[src/sv/mm2_pkg.sv]
package mm2_pkg;

    localparam logic [31:0] SEED_RESET  = 32'hBAADFEED;
    localparam logic [31:0] MIX_MUL     = 32'h5BD1E995;
    localparam logic [31:0] MAX_LENGTH  = 32'd65535;

    // bucket mixing constants
    localparam logic [31:0] BKT_MUL_T   = 32'd4097;
    localparam logic [31:0] BKT_ADD_T   = 32'd2127912214;
    localparam logic [31:0] BKT_XOR_V   = 32'hC761C23C;
    localparam logic [31:0] BKT_MUL_M   = 32'd33;
    localparam logic [31:0] BKT_ADD_V   = 32'd374761393;
    localparam logic [31:0] BKT_SUB_A   = 32'd369570787;
    localparam logic [31:0] BKT_MUL_A   = 32'd9;
    localparam logic [31:0] BKT_SUB_K   = 32'd42973499;
    localparam logic [31:0] BKT_XOR_B   = 32'hB55A4F09;
    localparam logic [31:0] BKT_ADD_0   = 32'd29;
    localparam logic [31:0] BKT_SUB_0   = 32'd59;
    localparam logic [31:0] BKT_SUB_2   = 32'd13283;
    localparam logic [31:0] BKT_ADD_2   = 32'd18117;
    localparam logic [31:0] BKT_XOR_W   = 32'h00004F09;
    localparam logic [7:0]  BKT_XOR_OUT = 8'h09;

    typedef struct packed {
        logic        en;
        logic [31:0] op_a;
        logic [31:0] op_b;
    } mul_req_t;

endpackage

[src/sv/murmur2_string_hash_bucket_core.sv]
// A byte that neither completes a word nor ends the string is taken without leaving idle;
// a byte completing a 4-byte word runs states S_W1 to S_W4 before the next byte is taken.
// After a last byte the hash runs states S_F0 to S_F3 (S_F1 only with leftover bytes)
// and S_B0 to S_B6; the result is loaded once the output slot is free.
// Reset (rst_n, async low) loads the seed 0xBAADFEED and clears the running hash, pending
// bytes and output valid.
module murmur2_string_hash_bucket_core
    import mm2_pkg::*;
(
    input  logic        clk,
    input  logic        rst_n,
    input  logic        hash_seed_wr_en,
    input  logic [31:0] hash_seed_wr_data,
    input  logic        in_valid,
    output logic        in_ready,
    input  logic [7:0]  byte_value,
    input  logic [15:0] string_length,
    input  logic        first_item,
    input  logic        last_item,
    output logic        out_valid,
    input  logic        out_ready,
    output logic [31:0] hash_value,
    output logic [7:0]  bucket
);

    localparam logic [3:0] S_IDLE = 4'd0;
    localparam logic [3:0] S_W1   = 4'd1;
    localparam logic [3:0] S_W2   = 4'd2;
    localparam logic [3:0] S_W3   = 4'd3;
    localparam logic [3:0] S_W4   = 4'd4;
    localparam logic [3:0] S_F0   = 4'd5;
    localparam logic [3:0] S_F1   = 4'd6;
    localparam logic [3:0] S_F2   = 4'd7;
    localparam logic [3:0] S_F3   = 4'd8;
    localparam logic [3:0] S_B0   = 4'd9;
    localparam logic [3:0] S_B1   = 4'd10;
    localparam logic [3:0] S_B2   = 4'd11;
    localparam logic [3:0] S_B3   = 4'd12;
    localparam logic [3:0] S_B4   = 4'd13;
    localparam logic [3:0] S_B5   = 4'd14;
    localparam logic [3:0] S_B6   = 4'd15;

    // control state
    logic [3:0]  state_reg, state_next;
    logic [31:0] seed_reg;
    logic [31:0] acc_reg, acc_next;
    logic [23:0] pend_reg, pend_next;
    logic [1:0]  pos_reg, pos_next;
    logic        out_valid_reg, out_valid_next;

    // datapath scratch
    logic [31:0] k_reg, k_next;
    logic [31:0] s_reg, s_next;
    logic [31:0] m_reg, m_next;
    logic [31:0] v5_reg, v5_next;
    logic [7:0]  x0_reg, x0_next;
    logic        last_reg, last_next;
    logic [31:0] hash_reg, hash_next;
    logic [7:0]  bucket_reg, bucket_next;

    mul_req_t    mul_req;
    logic [31:0] prod;

    logic        accept;
    logic        out_free;
    logic        skip_byte;
    logic [31:0] len_ext;
    logic [31:0] len_sat;
    logic [31:0] acc0;
    logic [23:0] pend0;
    logic [1:0]  pos0;
    logic [31:0] t_mix;
    logic [31:0] a_hi;
    logic [31:0] b_mix;
    logic [31:0] b_hi;
    logic [31:0] w_mix;
    logic [31:0] x_tmp;

    mm2_mult u_mult
    (
        .clk  (clk),
        .req  (mul_req),
        .prod (prod)
    );

    assign in_ready = (state_reg == S_IDLE);
    assign accept   = in_valid && in_ready;
    assign out_free = !out_valid_reg || out_ready;

    assign len_ext   = {16'h0000, string_length};
    assign len_sat   = (len_ext > MAX_LENGTH) ? MAX_LENGTH : len_ext;
    assign acc0      = first_item ? (seed_reg ^ len_sat) : acc_reg;
    assign pend0     = first_item ? 24'h000000 : pend_reg;
    assign pos0      = first_item ? 2'd0 : pos_reg;
    assign skip_byte = first_item && last_item && (string_length == 16'h0000);

    always_comb
    begin
        state_next     = state_reg;
        acc_next       = acc_reg;
        pend_next      = pend_reg;
        pos_next       = pos_reg;
        out_valid_next = out_valid_reg;
        k_next         = k_reg;
        s_next         = s_reg;
        m_next         = m_reg;
        v5_next        = v5_reg;
        x0_next        = x0_reg;
        last_next      = last_reg;
        hash_next      = hash_reg;
        bucket_next    = bucket_reg;
        mul_req        = '0;
        t_mix          = s_reg ^ (s_reg >> 19) ^ BKT_XOR_V;
        a_hi           = {16'h0000, s_reg[31:16]};
        b_mix          = a_hi ^ s_reg ^ BKT_XOR_B;
        b_hi           = {16'h0000, b_mix[31:16]};
        w_mix          = a_hi ^ (prod + BKT_ADD_2) ^ BKT_XOR_W ^ b_hi;
        x_tmp          = prod - BKT_SUB_0;

        if (out_valid_reg && out_ready)
        begin
            out_valid_next = 1'b0;
        end

        unique case (state_reg)
            S_IDLE:
            begin
                if (accept)
                begin
                    acc_next  = acc0;
                    last_next = last_item;
                    pend_next = pend0;
                    pos_next  = pos0;
                    if (!skip_byte && (pos0 == 2'd3))
                    begin
                        k_next     = {byte_value, pend0};
                        state_next = S_W1;
                    end
                    else
                    begin
                        if (!skip_byte)
                        begin
                            case (pos0)
                                2'd0:    pend_next = {pend0[23:8], byte_value};
                                2'd1:    pend_next = {pend0[23:16], byte_value, pend0[7:0]};
                                default: pend_next = {byte_value, pend0[15:0]};
                            endcase
                            pos_next = pos0 + 2'd1;
                        end
                        if (last_item)
                        begin
                            state_next = S_F0;
                        end
                    end
                end
            end
            S_W1:
            begin
                mul_req    = '{en: 1'b1, op_a: k_reg, op_b: MIX_MUL};
                state_next = S_W2;
            end
            S_W2:
            begin
                mul_req    = '{en: 1'b1, op_a: prod ^ (prod >> 24), op_b: MIX_MUL};
                state_next = S_W3;
            end
            S_W3:
            begin
                k_next     = prod;
                mul_req    = '{en: 1'b1, op_a: acc_reg, op_b: MIX_MUL};
                state_next = S_W4;
            end
            S_W4:
            begin
                acc_next   = prod ^ k_reg;
                pend_next  = 24'h000000;
                pos_next   = 2'd0;
                state_next = last_reg ? S_F0 : S_IDLE;
            end
            S_F0:
            begin
                // fold leftover bytes, if any
                if (pos_reg != 2'd0)
                begin
                    mul_req    = '{en: 1'b1, op_a: acc_reg ^ {8'h00, pend_reg}, op_b: MIX_MUL};
                    state_next = S_F1;
                end
                else
                begin
                    s_next     = acc_reg;
                    state_next = S_F2;
                end
            end
            S_F1:
            begin
                s_next     = prod;
                state_next = S_F2;
            end
            S_F2:
            begin
                mul_req    = '{en: 1'b1, op_a: s_reg ^ (s_reg >> 13), op_b: MIX_MUL};
                state_next = S_F3;
            end
            S_F3:
            begin
                // hold the finished hash in the accumulator until the result is loaded
                acc_next   = prod ^ (prod >> 15);
                pend_next  = 24'h000000;
                pos_next   = 2'd0;
                state_next = S_B0;
            end
            S_B0:
            begin
                mul_req    = '{en: 1'b1, op_a: acc_reg, op_b: BKT_MUL_T};
                state_next = S_B1;
            end
            S_B1:
            begin
                s_next     = prod + BKT_ADD_T;
                state_next = S_B2;
            end
            S_B2:
            begin
                mul_req    = '{en: 1'b1, op_a: t_mix, op_b: BKT_MUL_M};
                state_next = S_B3;
            end
            S_B3:
            begin
                m_next     = prod;
                v5_next    = (prod + BKT_ADD_V) << 9;
                state_next = S_B4;
            end
            S_B4:
            begin
                mul_req    = '{en: 1'b1, op_a: v5_reg ^ (m_reg - BKT_SUB_A), op_b: BKT_MUL_A};
                state_next = S_B5;
            end
            S_B5:
            begin
                s_next     = prod - BKT_SUB_K;
                mul_req    = '{en: 1'b1, op_a: v5_reg ^ (m_reg + BKT_ADD_0), op_b: BKT_MUL_A};
                last_next  = 1'b0;
                state_next = S_B6;
            end
            S_B6:
            begin
                // last_reg marks the second pass: issue first, then finish when the slot frees
                if (!last_reg)
                begin
                    x0_next   = s_reg[23:16] ^ x_tmp[7:0];
                    mul_req   = '{en: 1'b1, op_a: v5_reg ^ (m_reg - BKT_SUB_2), op_b: BKT_MUL_A};
                    last_next = 1'b1;
                end
                else if (out_free)
                begin
                    hash_next      = acc_reg;
                    bucket_next    = x0_reg ^ BKT_XOR_OUT ^ b_hi[7:0] ^ w_mix[15:8];
                    out_valid_next = 1'b1;
                    state_next     = S_IDLE;
                end
            end
            default:
            begin
                state_next = S_IDLE;
            end
        endcase
    end

    always_ff @(posedge clk or negedge rst_n)
    begin
        if (!rst_n)
        begin
            state_reg     <= S_IDLE;
            seed_reg      <= SEED_RESET;
            acc_reg       <= 32'h00000000;
            pend_reg      <= 24'h000000;
            pos_reg       <= 2'd0;
            out_valid_reg <= 1'b0;
        end
        else
        begin
            state_reg     <= state_next;
            acc_reg       <= acc_next;
            pend_reg      <= pend_next;
            pos_reg       <= pos_next;
            out_valid_reg <= out_valid_next;
            if (hash_seed_wr_en)
            begin
                seed_reg <= hash_seed_wr_data;
            end
        end
    end

    always_ff @(posedge clk)
    begin
        k_reg      <= k_next;
        s_reg      <= s_next;
        m_reg      <= m_next;
        v5_reg     <= v5_next;
        x0_reg     <= x0_next;
        last_reg   <= last_next;
        hash_reg   <= hash_next;
        bucket_reg <= bucket_next;
    end

    assign out_valid  = out_valid_reg;
    assign hash_value = hash_reg;
    assign bucket     = bucket_reg;

    // an empty partial word carries no pending bytes
    assert property (@(posedge clk) disable iff (!rst_n)
        (pos_reg == 2'd0) |-> (pend_reg == 24'h000000))
        else $error("pending bytes set with empty partial word");

    // a finished result leaves the running hash equal to it and the word cleared
    assert property (@(posedge clk) disable iff (!rst_n)
        (state_reg == S_B6 && last_reg && out_free) |=>
        (out_valid && hash_value == acc_reg && pos_reg == 2'd0))
        else $error("result loaded without matching accumulator");

    // a result never overwrites one still waiting
    assert property (@(posedge clk) disable iff (!rst_n)
        (state_reg == S_B6 && last_reg && !out_free) |=> (state_reg == S_B6))
        else $error("bucket stage left while output slot busy");

    // a last item always runs the finish sequence before new input
    assert property (@(posedge clk) disable iff (!rst_n)
        (accept && last_item) |=> !in_ready)
        else $error("input taken before finishing a string");

endmodule

[src/sv/mm2_mult.sv]
module mm2_mult
    import mm2_pkg::*;
(
    input  logic        clk,
    input  mul_req_t    req,
    output logic [31:0] prod
);

    logic [31:0] prod_reg;
    logic [31:0] prod_next;

    // low half of the product is all the hash ever needs
    assign prod_next = req.op_a * req.op_b;

    always_ff @(posedge clk)
    begin
        if (req.en)
        begin
            prod_reg <= prod_next;
        end
    end

    assign prod = prod_reg;

endmodule
[config.mk]
export PLATFORM = sky130hd
export DESIGN_NAME = murmur2_string_hash_bucket_core
export DESIGN_NICKNAME = d
export VERILOG_FILES = /design/src/sv/mm2_pkg.sv /design/src/sv/murmur2_string_hash_bucket_core.sv /design/src/sv/mm2_mult.sv
export SDC_FILE = /design/constraint.sdc
export NUM_CORES = 1
export LEC_CHECK = 0
export BUFFER_PORTS_ARGS = -buffer_cell sky130_fd_sc_hd__buf_4
export CAP_MARGIN = 25
export CORE_MARGIN = 10
export CORE_UTILIZATION = 50
export DETAILED_ROUTE_END_ITERATION = 10
export PLACE_DENSITY = 0.79
export RECOVER_POWER = 50
export SLEW_MARGIN = 0
export SYNTH_ARGS = -nofsm -noshare
export SYNTH_HDL_FRONTEND = slang
export SYNTH_SLANG_ARGS = --single-unit
[constraint.sdc]
create_clock -name clk -period 9.21 [get_ports clk]
set_clock_uncertainty 0.05 [all_clocks]
set_input_delay 1.842 -clock clk [delete_from_list [all_inputs] [get_ports clk]]
set_output_delay 1.842 -clock clk [all_outputs]
set_load 0.01 [all_outputs]
==> qor.txt <==
Status = finished with violations
Failing checks = max-capacitance violations, max-slew violations
Hold buffers post-CTS = 0
Tcrit/Tclk final = 0.969
DRT Pass-1 Iters = 6
Worst Hold Launch = seed_reg[30]
Avg Synthesized Cell Area = 9.67 um^2
Chip Width = 260 um
Total wire length = 110000 um
H-tree depth = 2
Fin nets = 3671
Predominant post-synthesis flop cell = edfxtp_1
Rows = 87
Grt total ovfl = 0
Initial DRC Count = 3606
Fmax = 0.112 GHz
Worst Setup SP = state_reg[2]
Setup crit start kind = register
TritonCTS sink count = 295
Fraction of layout cells with a size suffix above 1 = 0.135
Hold_ws = 463 ps
Commonest non-fill, non-tap cell in the layout = inv_1
Worst EP arrival = 9200 ps
Slowest CP cell = fa_1
Worst-Margin Slew = 3190 ps
Vias/cell = 6.33
Initial antenna violation count = 5
Synth Cell Area = 28800 um^2
Initial Util = 0.507
Global-route wire length before repair = 161000 um
Total track usage = 0.322
Critical Path RT = 9480 ps
Final setup viols = 0
Die height = 260 um
Netlist cell types = 86
Hold WC Path Type = register to register
DRT antenna net count = 0
FF-to-FF Start = state_reg[2]
Vias in the first global route = 24611
Clock tree root buffer cell = clkbuf_16
Residual DRC = 0
Syn Nets = 3509
Largest net degree at the start of global routing = 56
Post-Route Setup TNS = 0 ps
Die footprint = 67500 um^2
# fillers = 4850
Final hold vios = 0
Post-detailed-route wirelength per cell = 28.0 um
Synth Instances = 2975
Buffers on Ports = 104
Placer Congestion = 1.06
Num ports = 105
Vias = 24835
Cell mode on critical path = fa_1
Buffer depth of the longest clock path = 3
Insertion delay to the later sink of the worst-skew pair = 600 ps
Final slew viol count = 319
Min Tclk post-route = 8920 ps
Clk slew on worst S/H paths = 60 ps
Multi-input logic area = 18200 um^2
Rel. slew slack = -1.13
Commonest cells after routing, fill and taps aside = 427 x inv_1, 249 x fa_1, 241 x buf_4
CTS tree = done
Largest stage delay, worst path = 560 ps
Sequential Area = 8420 um^2
HPWL after DPL = 87300 um
Setup crit end kind = register
Ys async rst share = 0.322
Post-synth EDFFs = 200
Area Overhead vs Synth = 13.1%
Maxcap violations = 8
Ys Warns = 0
RSZ-0062 raised after global routing = no
Sequential share of the synthesized area = 0.293
Maximum fanout along the worst path = 17
Worst setup path class = register to register
Yosys reg bits = 295
Num CTS Buffers = 37
Core area = 56700 um^2
## cell families (layout without fill, tap and decap cells)
| kind of cell | after synthesis | count (layout) | synth area share |
|---|---|---|---|
| DFF | 295 | 295 | 0.293 |
| adders and majority gates | 471 | 471 | 0.270 |
| and+or+nand+nor | 659 | 659 | 0.108 |
| muxes | 52 | 52 | 0.0203 |
| xor gates and xnor gates | 256 | 256 | 0.0797 |
| buffers and inverters | 597 | 787 | 0.0783 |
| other | 0 | 1 | 0 |
| AOI/OAI and AO/OA | 645 | 645 | 0.151 |
## per-stage QoR
| step | setup slack, ps | instances | cell area [um^2] | utilization |
|---|---|---|---|---|
| after floorplan | 539 | 2975 | 28800 | - |
| after global placement | 49.3 | 3849 | 31300 | 0.551 |
| after detailed placement | 57.5 | 3850 | 31300 | 0.552 |
| after CTS | 79.3 | 3917 | 32600 | 0.575 |
| after global routing | 9.28 | 3921 | 32500 | 0.573 |
| final | 286 | 3922 | 32500 | 0.574 |
## cells in the mapped netlist, types with 13 or more instances
cell type	instances	area (um^2)
o221ai_1	24	210
nand2b_1	39	244
buf_1	20	75.1
clkbuf_1	138	518
a221oi_1	30	263
a211oi_1	14	105
nor3b_1	15	113
inv_1	428	1610
nand3_1	35	175
o22ai_1	17	106
a21o_1	13	97.6
mux2_2	41	462
xor2_1	97	850
a21oi_1	118	591
a221o_1	25	250
a22oi_1	36	270
o21ai_0	194	971
xnor2_1	155	1360
o22a_1	13	114
ha_1	222	2780
a22o_1	17	149
and3_1	18	113
o31ai_1	22	165
and2_1	14	87.6
o211ai_1	14	105
dfrtp_1	72	1800
nor2_1	163	612
nor3_1	46	230
dfstp_2	23	604
nand2_1	240	901
edfxtp_1	200	6010
fa_1	249	4980
## area by class of cell
cell class,instances,area share
inverters,431,0.0497
clock inverters,22,0.00896
repair buffers,289,0.0613
flip-flops and latches,295,0.259
multi-input cells,2083,0.560
clock buffers,45,0.0320
well taps,756,0.0291
diodes,1,0.0000769
## per-layer routing
metal | track usage | vias to the layer above | routed length (um)
li1 | - | 10529 | -
met1 | 0.420 | 12106 | 41100
met4 | 0.173 | 4 | 6720
met3 | 0.101 | 384 | 15300
met5 | 0 | - | 95
met2 | 0.472 | 1812 | 46400
## critical path: cells and delay by family (launching register included)
| family | cells | cell delay (ps) |
|---|---|---|
| AO/OA/AOI/OAI | 6 | 1360 |
| XOR/XNOR | 2 | 180 |
| adder cells (fa/ha/maj) | 9 | 4330 |
| buffers and inverters | 7 | 860 |
| flip-flops | 1 | 520 |
| AND/OR/NAND/NOR | 5 | 1340 |
## worst paths after layout
path | to | slack (ps) | cells after the start
min | seed_reg[30] | 460 | 1
max reg2reg | u_mult.prod[28] | 290 | 29
min in group asynchronous | pend_reg[16] | 1860 | 1
max | u_mult.prod[28] | 290 | 29
min reg2reg | seed_reg[30] | 460 | 1
max in group asynchronous | state_reg[3] | 3120 | 2
## timing repair
item                                    4_1_cts  5_1_grt
resized for setup                             1       22
buffers inserted                              0        3
endpoints found under the setup margin        1        7
pin swaps                                     0        4
Power is left out: the tool's default activity adds up to more than one toggle a clock period on the data nets, which glitch-free logic cannot reach.
